[src/design/rfa_pkg.sv]
// Shared constants and command codes for the rational fraction ALU.
// No dependencies.
`timescale 1ns / 1ps
`default_nettype none
package rfa_pkg;
   localparam int VALUE_WIDTH_DEF = 32;
   localparam int WORD_W = 32;
   localparam int PROD_W = 64;

   localparam logic [3:0] CMD_NORM = 4'd0;
   localparam logic [3:0] CMD_ADD  = 4'd1;
   localparam logic [3:0] CMD_SUB  = 4'd2;
   localparam logic [3:0] CMD_MUL  = 4'd3;
   localparam logic [3:0] CMD_DIV  = 4'd4;
   localparam logic [3:0] CMD_LT   = 4'd5;
   localparam logic [3:0] CMD_GT   = 4'd6;
   localparam logic [3:0] CMD_EQ   = 4'd7;
   localparam logic [3:0] CMD_CLIP = 4'd8;
endpackage
`default_nettype wire

[src/design/rfa_mul.sv]
// Registered signed multiplier.
// Depends on rfa_pkg.
`timescale 1ns / 1ps
`default_nettype none
module rfa_mul (
   input  wire logic                              clock,
   input  wire logic signed [rfa_pkg::WORD_W:0]   op_a,
   input  wire logic signed [rfa_pkg::WORD_W:0]   op_b,
   output logic signed [rfa_pkg::PROD_W-1:0]      prod
);
   localparam int FW = 2 * (rfa_pkg::WORD_W + 1);
   logic signed [FW-1:0]             full;
   logic signed [rfa_pkg::PROD_W-1:0] prod_ff;

   assign full = op_a * op_b;

   always_ff @(posedge clock) begin
      prod_ff <= full[rfa_pkg::PROD_W-1:0];
   end

   assign prod = prod_ff;
endmodule
`default_nettype wire

[config.mk]
export PLATFORM = sky130hd
export DESIGN_NAME = rfa_mul
export DESIGN_NICKNAME = d
export VERILOG_FILES = /design/src/design/rfa_pkg.sv /design/src/design/rfa_mul.sv
export SDC_FILE = /design/constraint.sdc
export NUM_CORES = 2
export LEC_CHECK = 0
export ABC_AREA = 1
export BUFFER_PORTS_ARGS = -buffer_cell sky130_fd_sc_hd__buf_4
export CAP_MARGIN = 20
export CORE_ASPECT_RATIO = 0.8
export CORE_UTILIZATION = 55
export CTS_CLUSTER_SIZE = 25
export DETAILED_ROUTE_END_ITERATION = 6
export HOLD_SLACK_MARGIN = 0.05
export PLACE_DENSITY = 0.72
export SETUP_SLACK_MARGIN = 0.5
export SLEW_MARGIN = 20
export SYNTH_ARGS = -nofsm -noshare
export SYNTH_HDL_FRONTEND = slang
export SYNTH_SLANG_ARGS = --single-unit
export TNS_END_PERCENT = 100
[constraint.sdc]
create_clock -name clock -period 10.9 [get_ports clock]
set_input_delay 1.09 -clock clock [delete_from_list [all_inputs] [get_ports clock]]
set_output_delay 1.09 -clock clock [all_outputs]
set_load 0.02 [all_outputs]
==> implementation parameters <==
Parameter                              Value

Outcome
  Outcome    complete, no violations

CTS
  Post-CTS Resized    0
  Bufs on Longest Clock Path    2
  Num CTS Buffers    9
  CTS Root Buffer Type    sky130_fd_sc_hd__clkbuf_16
  Number of clock sinks    64
  Clock transition at the registers of the reported paths    0.06 ns
  Number of buffers inserted by hold repair at cts    0
  H-tree lvl count    3
  Post CTS Setup Buffer Count    0
  Clock tree from TritonCTS    built

Critical path
  Crit path buffers/inverters    8
  Worst path top cell family by delay    adder cells
  Start-to-end type of the worst setup path    in -> reg
  Worst Setup Start Kind    primary input
  Delay contributed by the slowest stage of the critical path    about 0.86 ns
  Launching element of the worst setup path    op_b[0]
  Worst path slowest cell    sky130_fd_sc_hd__fa_1
  Max FO, Critical Path    33
  Endpoint kind of the worst setup timing path    register
  WP data required    about 11 ns
  Most Frequent Cell on Critical Path    sky130_fd_sc_hd__fa_1
  Arrival time reported for the critical path endpoint    8.65 ns

Timing
  RSZ-0062 raised after global routing    no
  Worst slew slack as a fraction of its limit    0.555
  Sum of negative setup slack    0 ns
  Post-route fraction of the period consumed by the critical path    0.772
  Peak clock frequency supported by timing    0.119 GHz
  Min Tclk post-route    8.42 ns
  Slew at the pin closest to its max-slew limit    roughly 0.67 ns
  Final setup violation count    0
  Hold Fails Final Rpt    0
  Max Transition Viols Final    0

Place
  DP Wirelength    just over 90 mm
  Count of buffers inserted at the top-level ports    130
  Final weighted congestion of routability-driven global placement    0.959
  Placed cell areas    approximately 0.043 mm²

Routing
  Average wire per cell in the routed design    ~18 µm
  Count of antenna-violating nets left after detailed routing    0
  DRC errors left    0
  Drt first pass iters    6
  First-iteration detailed-routing DRC count    between 2000 and 2500
  Total routed wirelength    between 100 and 150 mm
  Detailed-route vias per instance    5.07
  DR vias    about 32000

Synthesis
  YS warnings    0
  Seq/Total Area, Yosys    0.0305
  Primary flip-flop cell chosen by synthesis mapping    sky130_fd_sc_hd__dfxtp_1
  Summed instance area of the synthesized netlist    0.0420 mm²
  Post-synthesis area per instance    roughly 8 µm²
  Net count after synthesis    roughly 6800
  Async set-reset flop share out of synthesis    0
  Number of enable-type register cells in the synthesized netlist    0
  Gate count of the mapped netlist    ~5300
  Number of register bits inferred by synthesis    between 60 and 70
  Number of distinct library cells after synthesis    32

Floorplanning
  Floorplan die area    0.0776 mm²
  I/O pin count    about 130
  Starting density of the core    0.556
  Core Footprint    approximately 0.076 mm²
  Num rows    90
  X dimension of the die    just over 300 µm
  Die outline height    between 200 and 250 µm

Job
  Max-cap violation count    0

Final layout
  Area growth from synthesis to layout    3.88%
  Finished Core Util    0.578
  Most frequent standard cell in the layout excluding fill and tap cells    sky130_fd_sc_hd__inv_1
  Final Instance Area    approximately 0.044 mm²
  Leading cell types in the layout, fill and taps excluded    1799 x sky130_fd_sc_hd__inv_1, 1431 x sky130_fd_sc_hd__nand2_1, 1125 x sky130_fd_sc_hd__fa_1
  Flip-flop count of the largest register, all copies and words added    64
  Layout cells sized above 1    0.0386
  Number of nets in the final layout    ~6600

Worst hold path
  Worst hold start    op_b[0]
  Hold crit path type    in -> reg
  Hold-critical path endpoint    prod[0]
  Cell depth of the worst min-delay path    3

Global route
  Maximum number of pins on one net before global-route repair    36
  Combined global-route utilization of all metal layers    0.308
  Vias in the first global route    between 30000 and 40000
  First-pass GRT wire length    187 mm
  GRT Residual Overflow    0
  Number of antenna violations at the first check in global routing    3
synthesized netlist by cell type, drive strengths merged (6+ instances only):
| cell | instances | share of area |
|---|---|---|
| nand4 | 20 | 0.0030 |
| inv | 1799 | 0.16 |
| xor2 | 31 | 0.0065 |
| or2 | 6 | 0.00089 |
| dfxtp | 64 | 0.030 |
| o21bai | 18 | 0.0032 |
| nand3 | 72 | 0.0093 |
| nor2 | 148 | 0.015 |
| nor3 | 10 | 0.0017 |
| a21oi | 76 | 0.0091 |
| nand2 | 1446 | 0.13 |
| fa | 1125 | 0.54 |
| ha | 212 | 0.063 |
| clkbuf | 261 | 0.023 |
| o21ai | 43 | 0.0052 |
worst min-delay path, stage by stage:
cell and delay, ns:
sky130_fd_sc_hd__buf_4 0.24, sky130_fd_sc_hd__nand2_1 0.18, sky130_fd_sc_hd__inv_1 0.05
stage by stage:
| step | setup WS [ns] | cells | hold slack (ns) |
|---|---|---|---|
| finish | 2.48 | 6248 | 1.31 |
| global route | 1.94 | 6248 | 1.32 |
| CTS | 2.46 | 6247 | 1.28 |
| detailed placement | 2.14 | 6231 | 1.50 |
| global placement | 2.23 | 6231 | 1.50 |
| floorplan | 2.85 | 5349 | 1.35 |
routing by layer:
metal | part of all wire | GRT usage
met1 | 0.41 | 0.421
met5 | 0.00013 | 0
met2 | 0.47 | 0.513
met4 | 0.031 | 0.0846
met3 | 0.083 | 0.0465
area by class of cell:
class | instances | area, µm²
Multi-Input combinational cell | 3222 | 33000
Fill cell | 6879 | 31900
Inverter | 1800 | 6760
Sequential cell | 64 | 1280
Tap cell | 1012 | 1270
Timing Repair Buffer | 133 | 998
Clock buffer | 9 | 225
Clock inverter | 7 | 128
Antenna cell | 1 | 2.50
kinds of logic after synthesis:
group	after synthesis	synth area share
buffers and inverters	2063	0.184
AND/OR/NAND/NOR	1706	0.160
adder cells (fa/ha/maj)	1337	0.599
AO/OA/AOI/OAI	143	0.0186
flip-flops	64	0.0305
XOR/XNOR	36	0.00750
how the worst max path moves through the flow:
stage               endpoint  slack (ns)  cells past startpoint
finish              prod[63]        2.48                     26
global route        prod[63]        1.94                     26
CTS                 prod[63]        2.46                     26
detailed placement  prod[63]        2.14                     26
global placement    prod[63]        2.23                     26
floorplan           prod[50]        2.85                     26
Power is not shown: default switching activity piles up to over one toggle a cycle in this logic, so the estimate is an artifact.
