===== config.mk =====
export PLATFORM = sky130hd
export DESIGN_NAME = rfa_div
export DESIGN_NICKNAME = d
export VERILOG_FILES = /design/src/design/rfa_pkg.sv /design/src/design/rfa_div.sv
export SDC_FILE = /design/constraint.sdc
export NUM_CORES = 1
export LEC_CHECK = 0
export BUFFER_PORTS_ARGS = -buffer_cell sky130_fd_sc_hd__buf_2
export CORE_MARGIN = 2
export CORE_UTILIZATION = 41
export CTS_BUF_LIST = sky130_fd_sc_hd__clkbuf_16
export CTS_CLUSTER_DIAMETER = 50
export DETAILED_ROUTE_END_ITERATION = 10
export SYNTH_ARGS = -nofsm -noshare
export SYNTH_HDL_FRONTEND = slang
export SYNTH_SLANG_ARGS = --single-unit
export TNS_END_PERCENT = 20

===== constraint.sdc =====
create_clock -name clock -period 9.4 [get_ports clock]
set_clock_uncertainty 0.2 [all_clocks]
set_input_delay 1.88 -clock clock [delete_from_list [all_inputs] [get_ports clock]]
set_output_delay 1.88 -clock clock [all_outputs]
set_load 0.05 [all_outputs]

===== src/design/rfa_pkg.sv =====
// Shared constants and command codes for the rational fraction ALU.
// No dependencies.
`timescale 1ns / 1ps
`default_nettype none
package rfa_pkg;
   localparam int VALUE_WIDTH_DEF = 32;
   localparam int WORD_W = 32;
   localparam int PROD_W = 64;

   localparam logic [3:0] CMD_NORM = 4'd0;
   localparam logic [3:0] CMD_ADD  = 4'd1;
   localparam logic [3:0] CMD_SUB  = 4'd2;
   localparam logic [3:0] CMD_MUL  = 4'd3;
   localparam logic [3:0] CMD_DIV  = 4'd4;
   localparam logic [3:0] CMD_LT   = 4'd5;
   localparam logic [3:0] CMD_GT   = 4'd6;
   localparam logic [3:0] CMD_EQ   = 4'd7;
   localparam logic [3:0] CMD_CLIP = 4'd8;
endpackage
`default_nettype wire


===== src/design/rfa_div.sv =====
// Shared restoring divider, one quotient bit per cycle, quotient and remainder.
// Depends on rfa_pkg.
`timescale 1ns / 1ps
`default_nettype none
module rfa_div (
   input  wire logic                       clock,
   input  wire logic                       reset,
   input  wire logic                       start,
   input  wire logic [rfa_pkg::PROD_W-1:0] dividend,
   input  wire logic [rfa_pkg::PROD_W-1:0] divisor,
   output logic                            done,
   output logic [rfa_pkg::PROD_W-1:0]      quot,
   output logic [rfa_pkg::PROD_W-1:0]      rem
);
   localparam int W = rfa_pkg::PROD_W;
   localparam int CW = $clog2(W);
   localparam logic [CW-1:0] LAST = CW'(W - 1);

   logic          run_ff, run_in, done_ff, done_in;
   logic [CW-1:0] cnt_ff, cnt_in;
   logic [W-1:0]  q_ff, q_in, r_ff, r_in, d_ff, d_in;
   logic [W:0]    trial, diff;
   logic          ge;

   assign trial = {r_ff, q_ff[W-1]};
   assign diff  = trial - {1'b0, d_ff};
   assign ge    = trial >= {1'b0, d_ff};

   always_comb begin
      run_in  = run_ff;
      done_in = 1'b0;
      cnt_in  = cnt_ff;
      q_in    = q_ff;
      r_in    = r_ff;
      d_in    = d_ff;
      if (start) begin
         run_in = 1'b1;
         cnt_in = '0;
         q_in   = dividend;
         r_in   = '0;
         d_in   = divisor;
      end else if (run_ff) begin
         r_in   = ge ? diff[W-1:0] : trial[W-1:0];
         q_in   = {q_ff[W-2:0], ge};
         cnt_in = cnt_ff + 1'b1;
         if (cnt_ff == LAST) begin
            run_in  = 1'b0;
            done_in = 1'b1;
         end
      end
   end

   always_ff @(posedge clock) begin
      if (reset) begin
         run_ff  <= 1'b0;
         done_ff <= 1'b0;
      end else begin
         run_ff  <= run_in;
         done_ff <= done_in;
      end
      cnt_ff <= cnt_in;
      q_ff   <= q_in;
      r_ff   <= r_in;
      d_ff   <= d_in;
   end

   assign done = done_ff;
   assign quot = q_ff;
   assign rem  = r_ff;
endmodule
`default_nettype wire


==> run metrics, run 1 <==
site row count=62; clock sink count=200; layout cells sized above 1=25.8%; Compound-Gate Fraction of Synth Area=19.3%; post-synthesis mux area share=7.20%; Root Buffer=clkbuf_16; post-synthesis adder-cell area fraction=7.02%; Worst-path clk slew=80 ps; # IOs=260; Peak supply drop=0.000136 V; Slew Viols, Final=0; largest net degree at the start of global routing=92; FF+latch count, synth=200; Post-synth EDFFs=128; Switching Fraction=36.6%; Final setup viols=0; WL final=32900 µm; DRT antenna net count=0; Layout area overhead=18.1%; core footprint=28600 µm²; I/O Buffers=259; Mapped Area=11900 µm²; Final min period=4520 ps; largest family of logic cells by synthesized area=compound AO/OA/AOI/OAI gates; Syn. warnings=0; HP Start=cnt_ff[5]$_SDFFE_PP0P_; pwr dens=191 nW/µm²; post-synthesis net count=1430; Seq/Total Area, Yosys=44.5%; top_reg_cell synth=edfxtp_1; Worst Setup SP=d_ff[28]$_DFFE_PP_; # hold bufs at CTS=0; cell leakage power=6.16 nW; CP arrival=4690 ps; critical path fanouts, max=8; clk_lat worst skew=460 ps; f_max=221 MHz; via count=9916; detailed router's first-iteration violation count=550; relative slew slack=35.6%; Sum Neg Setup Slack=0 ps; Simple-Gate Fraction of Synth Area=12.8%; post-DR wirelength/cell=17.9 µm; Sequential Power Share=40.4%; cts bufs inserted=17; Global Route met3 Usage=5.88%; sw power=0.977 mW; vias in the first global route=9500; share of total power in combinational logic=30.1%; Gate Count Post-Synth=1233; CP max stage delay=880 ps; buffers from clock root to sink, at most=2; DRC=0; Chip Height=174 µm; internal power=1.70 mW; commonest non-fill, non-tap cell in the layout=buf_2; DP HPWL=24600 µm; commonest non-fill, non-tap cells in the layout=buf_2 (258), nor2_1 (132), edfxtp_1 (128), a21oi_1 (117), inv_1 (85); Post-Place Setup Slack=4620 ps; gr ovfl total=0; Post-synth ARST share=0%; synth unique cells=67; Slowest cell on crit path=a2111oi_0; met2 Track Usage GR=35.4%; Critical Path Sink Type=flip-flop; Hold Violations, Final=0; Top delay family on crit path=compound AO/OA/AOI/OAI gates; CTS tree=done; FILL cells=2757; status=completed; Setup Crit Path Kind=reg -> reg; XOR/XNOR Fraction of Synth Area=3.69%; CP required=9570 ps; setup ws final=4880 ps; die area=30300 µm²; NumNets Final=1638; post-CTS sizing=0; ANT cells=0; Max-Cap Viols=0; number of setup buffers added after CTS=0; Clock Power Share=29.5%; global-route wire length before repair=51300 µm; Die W=174 µm; drt via density=5.39; initial antenna violation count=2; Initial Util=41.5%; period utilization=48.1%; placer congestion estimate=0.870; final core occ=48.9%; most used routing layer=met2; unrepaired setup endpoints after global routing=false; Global Route Usage Sum=21.6%; WP buf/inv=1; r2r startpoint=d_ff[28]$_DFFE_PP_; cell chain of the critical path=inv_1 -> ha_1 -> a21o_1 -> a31oi_1 -> o221ai_1 -> a2111oi_0 -> o221ai_1 -> a31oi_1 -> o31ai_1 -> a2bb2oi_1 -> mux2_2 -> a211oi_1; Worst setup SP type=flip-flop; Syn Area/Cell=9.63 µm²; hold crit path type=reg -> reg; Global Route met1 Usage=27.3%; Worst Tran Pin Value=942 ps; number of H-tree levels=4; router iterations before antenna repair=5
## Yosys cell counts (all sizes together), types with 5 or more instances
cell type / n / area [µm²]
edfxtp: 128 / 3840
clkbuf: 62 / 233
inv: 85 / 319
nand4: 27 / 175
nor2b: 8 / 50.1
nor2: 132 / 495
ha: 65 / 813
mux2: 67 / 754
or3: 6 / 37.5
and3: 6 / 37.5
nor4: 7 / 43.8
o211a: 11 / 110
nand2b: 6 / 37.5
a211oi: 49 / 368
nand2: 75 / 282
nor3: 21 / 105
xnor2: 23 / 201
o21a: 12 / 90.1
xor2: 27 / 236
a21oi: 118 / 594
a221oi: 6 / 52.6
mux2i: 10 / 100
nand3: 24 / 120
buf: 14 / 90.1
a211o: 5 / 43.8
o31a: 7 / 61.3
a31oi: 12 / 75.1
a21o: 28 / 210
o211ai: 13 / 97.6
and2: 8 / 50.1
o21bai: 11 / 82.6
dfxtp: 72 / 1440
o21ai: 39 / 195
## final timing paths
path                            slack, ps                     end  cells past startpoint
worst max-delay path                 4880    rem[63]$_SDFFE_PP0P_                     12
worst min-delay path                  300  cnt_ff[5]$_SDFFE_PP0P_                      2
worst max register to register       4880    rem[63]$_SDFFE_PP0P_                     12
worst min register to register        300  cnt_ff[5]$_SDFFE_PP0P_                      2
## sequential cells by signal (all words and copies together), names as in the netlist
signal / flops
cnt_ff: 6
d_ff: 64
done: 1
quot: 64
rem: 64
run_ff: 1
## power groups by stage
stage                     logic, mW  clock network (mW)  registers, mW
after floorplan               0.430                   0           1.27
after global placement        0.797                   0           1.10
after detailed placement      0.802                   0           1.10
after CTS                     0.805               0.809           1.08
after global routing          0.874               0.838           1.09
final                         0.804               0.787           1.08
## routing by layer
layer	vias to the layer above	share of wire [%]
met5	-	0.082
met1	4629	44
li1	4933	-
met2	312	47
met4	4	2.6
met3	38	6.5
## worst min-delay path, stage by stage, from the launching register on
cell	delay, ps
dfxtp_1	310
o21ai_0	70
a21oi_1	60
## layout make-up
| class | instances | area (µm²) | share of cell area, % |
|---|---|---|---|
| inverter | 86 | 323 | 2.30 |
| clock inverter | 15 | 199 | 1.42 |
| clock buffer | 17 | 425 | 3.04 |
| tap | 384 | 480 | 3.43 |
| timing repair buffer | 265 | 1350 | 9.62 |
| sequential | 200 | 5290 | 37.7 |
| multi-input combinational | 871 | 5950 | 42.4 |
## stage by stage
step	instance area, µm²	instances	hold WS, ps	total power, mW
2_1_floorplan	11900	1233	254	1.70
3_3_place_gp	13400	1806	266	1.90
3_5_place_dp	13400	1806	283	1.90
4_1_cts	14000	1838	294	2.70
5_1_grt	14000	1838	306	2.80
6_report	14000	1838	296	2.67
## cells by family (layout without fill, tap and decap cells)
kind of cell    count (synthesis)  after routing
mux                            77             77
compound gates                347            347
xor+xnor                       50             50
flops                         200            200
fa+ha+maj                      66             66
simple gates                  331            331
buf+inv                       162            383
(Power assumes the default switching activity.)
==> run 2: changes to the inputs <==
--- a/config.mk
+++ b/config.mk
@@ -5,6 +5,7 @@
 export SDC_FILE = /design/constraint.sdc
 export NUM_CORES = 1
 export LEC_CHECK = 0
+export ABC_AREA = 1
 export BUFFER_PORTS_ARGS = -buffer_cell sky130_fd_sc_hd__buf_2
 export CORE_MARGIN = 2
 export CORE_UTILIZATION = 41
==> constraint.sdc (replaced) <==
create_clock -name clock -period 4.4 [get_ports clock]
set_clock_uncertainty 0.2 [all_clocks]
set_input_delay 0.88 -clock clock [delete_from_list [all_inputs] [get_ports clock]]
set_output_delay 0.88 -clock clock [all_outputs]
set_load 0.05 [all_outputs]
==> run 2 against run 1 <==
  * Final cell count is 57% higher
  * Power is 70% higher
  * Die area is 19% higher
  * Hold slack worse by 13 ps
  * Fmax is 42% higher
  * First-iteration DRC count is 80% higher
  * Count of clock-buffer cells in the layout stayed put
  * Register-to-register slack worse by 3700 ps
  * Non-clock buffer count is 4 higher
  * Setup slack worse by 3700 ps
  * Utilization is 1.0 points lower
  * Clock power is 100% higher
  * Critical endpoint is now rem[50]$_SDFFE_PP0P_
==> run metrics, run 2 <==
status=completed; placer congestion estimate=0.951 (+9.2%); cts bufs inserted=17 (unchanged); NumNets Final=2608 (+59%); Slew Viols, Final=0 (unchanged); relative slew slack=45.1% (+9.5 points); post-synthesis net count=2367 (+66%); CP required=4540 ps (-5030 ps); Hold Violations, Final=0 (unchanged); cell chain of the critical path=inv_1 -> ha_1 -> fa_1 -> nor2_1 -> nand2_1 -> nand3_1 -> nand2_1 -> nand2_1 -> nand2_1 -> nand2_1 -> nand2_1 -> nand3_1 -> nand3_1 -> nand2_1 -> nand2_1; die area=36200 µm² (+19%); Root Buffer=clkbuf_16; largest net degree at the start of global routing=68 (-26%); unrepaired setup endpoints after global routing=false; Seq/Total Area, Yosys=37.2% (-7.4 points); post-DR wirelength/cell=16.4 µm (-8.6%); Synth area leaders=edfxtp_1 (27%), nand2_1 (24%), inv_1 (12%); Worst Tran Pin Value=824 ps (-118 ps); total power=4.55 mW (+70%); post-CTS sizing=0 (unchanged); number of H-tree levels=4 (unchanged); FF+latch count, synth=200 (unchanged); Post-synth ARST share=0% (unchanged); DRC=0 (unchanged); gr ovfl total=0 (unchanged); Sum Neg Setup Slack=0 ps (unchanged); placed cells=2847 (+58%); share of total power in combinational logic=16.9% (-13 points); Syn Area/Cell=6.55 µm² (-32%); WL final=47100 µm (+43%); Die W=190 µm (+9.2%); top_reg_cell synth=edfxtp_1; Clock Power Share=35.1% (+5.6 points); Mapped Area=14200 µm² (+20%); count leader, synth=nand2_1; clk_lat worst skew=460 ps (about the same); CP arrival=3330 ps (-1360 ps); Chip Height=190 µm (+9.2%); drt via density=4.76 (-12%); internal power=3.14 mW (+85%); layout cells sized above 1=13.8% (-12 points); core footprint=34400 µm² (+20%); Peak supply drop=0.000282 V (+110%); Setup Crit Path Kind=reg -> reg; CTS tree=done; Gate Count Post-Synth=2170 (+76%); synth unique cells=40 (-40%); Final setup viols=0 (unchanged); Final min period=3190 ps (-1330 ps); Layout area overhead=15.8%; I/O Buffers=259 (unchanged); Worst setup SP type=flip-flop; period utilization=72.4% (+24 points); # hold bufs at CTS=0 (unchanged); pwr dens=276 nW/µm² (+45%); critical path fanouts, max=4 (-4); sw power=1.41 mW (+44%); Syn. warnings=0 (unchanged); WP buf/inv=1 (unchanged); buffers from clock root to sink, at most=2 (unchanged); vias in the first global route=13300 (+40%); via count=13700 (+38%); cell leakage power=9.33 nW (+51%); Synth top area share=27.0% (-5.4 points); commonest non-fill, non-tap cell in the layout=nand2_1; Max-Cap Viols=0 (unchanged); router iterations before antenna repair=5 (unchanged); Switching Fraction=30.9% (-5.7 points); CP most frequent cell=nand2_1; site row count=68 (+9.7%); fin area=16500 µm² (+18%); Slowest cell on crit path=fa_1; DP HPWL=37900 µm (+54%); placed inst area=15900 µm² (+19%); hold crit path type=reg -> reg; Sequential Power Share=48.0% (+7.6 points); Post-synth top cells=nand2_1 (917), inv_1 (437), nand3_1 (146), edfxtp_1 (128), nor2_1 (108); Top delay family on crit path=simple AND/OR/NAND/NOR gates; # IOs=260 (unchanged); initial antenna violation count=3 (+1); commonest non-fill, non-tap cells in the layout=nand2_1 (917), inv_1 (436), buf_2 (258), nand3_1 (146), edfxtp_1 (128); CP max stage delay=430 ps (-450 ps); Worst-path clk slew=70 ps (about the same); global-route wire length before repair=73400 µm (+43%); f_max=314 MHz (+42%); largest area contributor in the netlist=edfxtp_1; Layout Cells excl Fill=2881 (+57%); Global Route Usage Sum=26.4% (+4.9 points); Post-synth EDFFs=128 (unchanged); detailed router's first-iteration violation count=989 (+80%); number of setup buffers added after CTS=0 (unchanged); clock sink count=200 (unchanged); Critical Path Sink Type=flip-flop; DRT antenna net count=0 (unchanged); Initial Util=41.4% (-0.097 points)
run 2: cell count changes after synthesis, sizes merged, moves of 28 or more:
cell    before  now
a211oi      49    0
a21o        28    0
clkbuf      62   18
inv         85  440
mux2        67    0
a21oi      118   49
nand3b       1   33
nand2       75  927
nand3       24  150
run 2: worst min-delay path: cells and delay by family, from the launching register on:
family           cells  cell delay (ps)
AND/OR/NAND/NOR      2              110
flip-flops           1              330
run 2: cells by family after synthesis:
family	count (synthesis)	synth area share, %
fa+ha+maj	66	5.86
simple gates	1274	37.1
buf+inv	489	13.8
xor+xnor	31	1.91
compound gates	110	4.12
flops	200	37.2
run 2: final cells by class:
type | count | area [µm²]
diodes | 2 | 5.00
clock buffers | 17 | 425
clock inverters | 15 | 160
fillers | 3640 | 17900
inverters | 442 | 1660
multi-input cells | 1481 | 6970
flip-flops and latches | 200 | 5290
well taps | 455 | 569
repair buffers | 269 | 1400
run 2: metrics by stage:
step / worst slack, ps / util, % / hold slack (ps)
detailed placement: 1330 / 46.2 / 275
finish: 1210 / 47.9 / 283
floorplan: 702 / - / 255
CTS: 1300 / 47.9 / 287
global route: 1060 / 47.9 / 300
global placement: 1330 / 46.2 / 268
run 2: power by group through the flow:
stage	Combinational, mW	Clock (mW)	Sequential (mW)
finish	0.770	1.60	2.18
global route	0.844	1.71	2.20
CTS	0.775	1.65	2.18
detailed placement	0.775	0	2.22
global placement	0.768	0	2.22
floorplan	0.310	0	2.43
run 2: final timing paths:
path | from | endpoint | slack, ps | cells past startpoint
max | quot[63]$_DFFE_PP_ | rem[50]$_SDFFE_PP0P_ | 1210 | 15
min | rem[55]$_SDFFE_PP0P_ | rem[55]$_SDFFE_PP0P_ | 280 | 2
max reg2reg | quot[63]$_DFFE_PP_ | rem[50]$_SDFFE_PP0P_ | 1210 | 15
min reg2reg | rem[55]$_SDFFE_PP0P_ | rem[55]$_SDFFE_PP0P_ | 280 | 2
run 2: layer usage:
layer	GRT usage, %	vias up	part of all wire, %
met3	6.15	43	7.5
met2	41.9	425	43
met1	35.9	6140	47
li1	-	7110	-
met5	0	-	0.028
met4	7.78	2	2.4
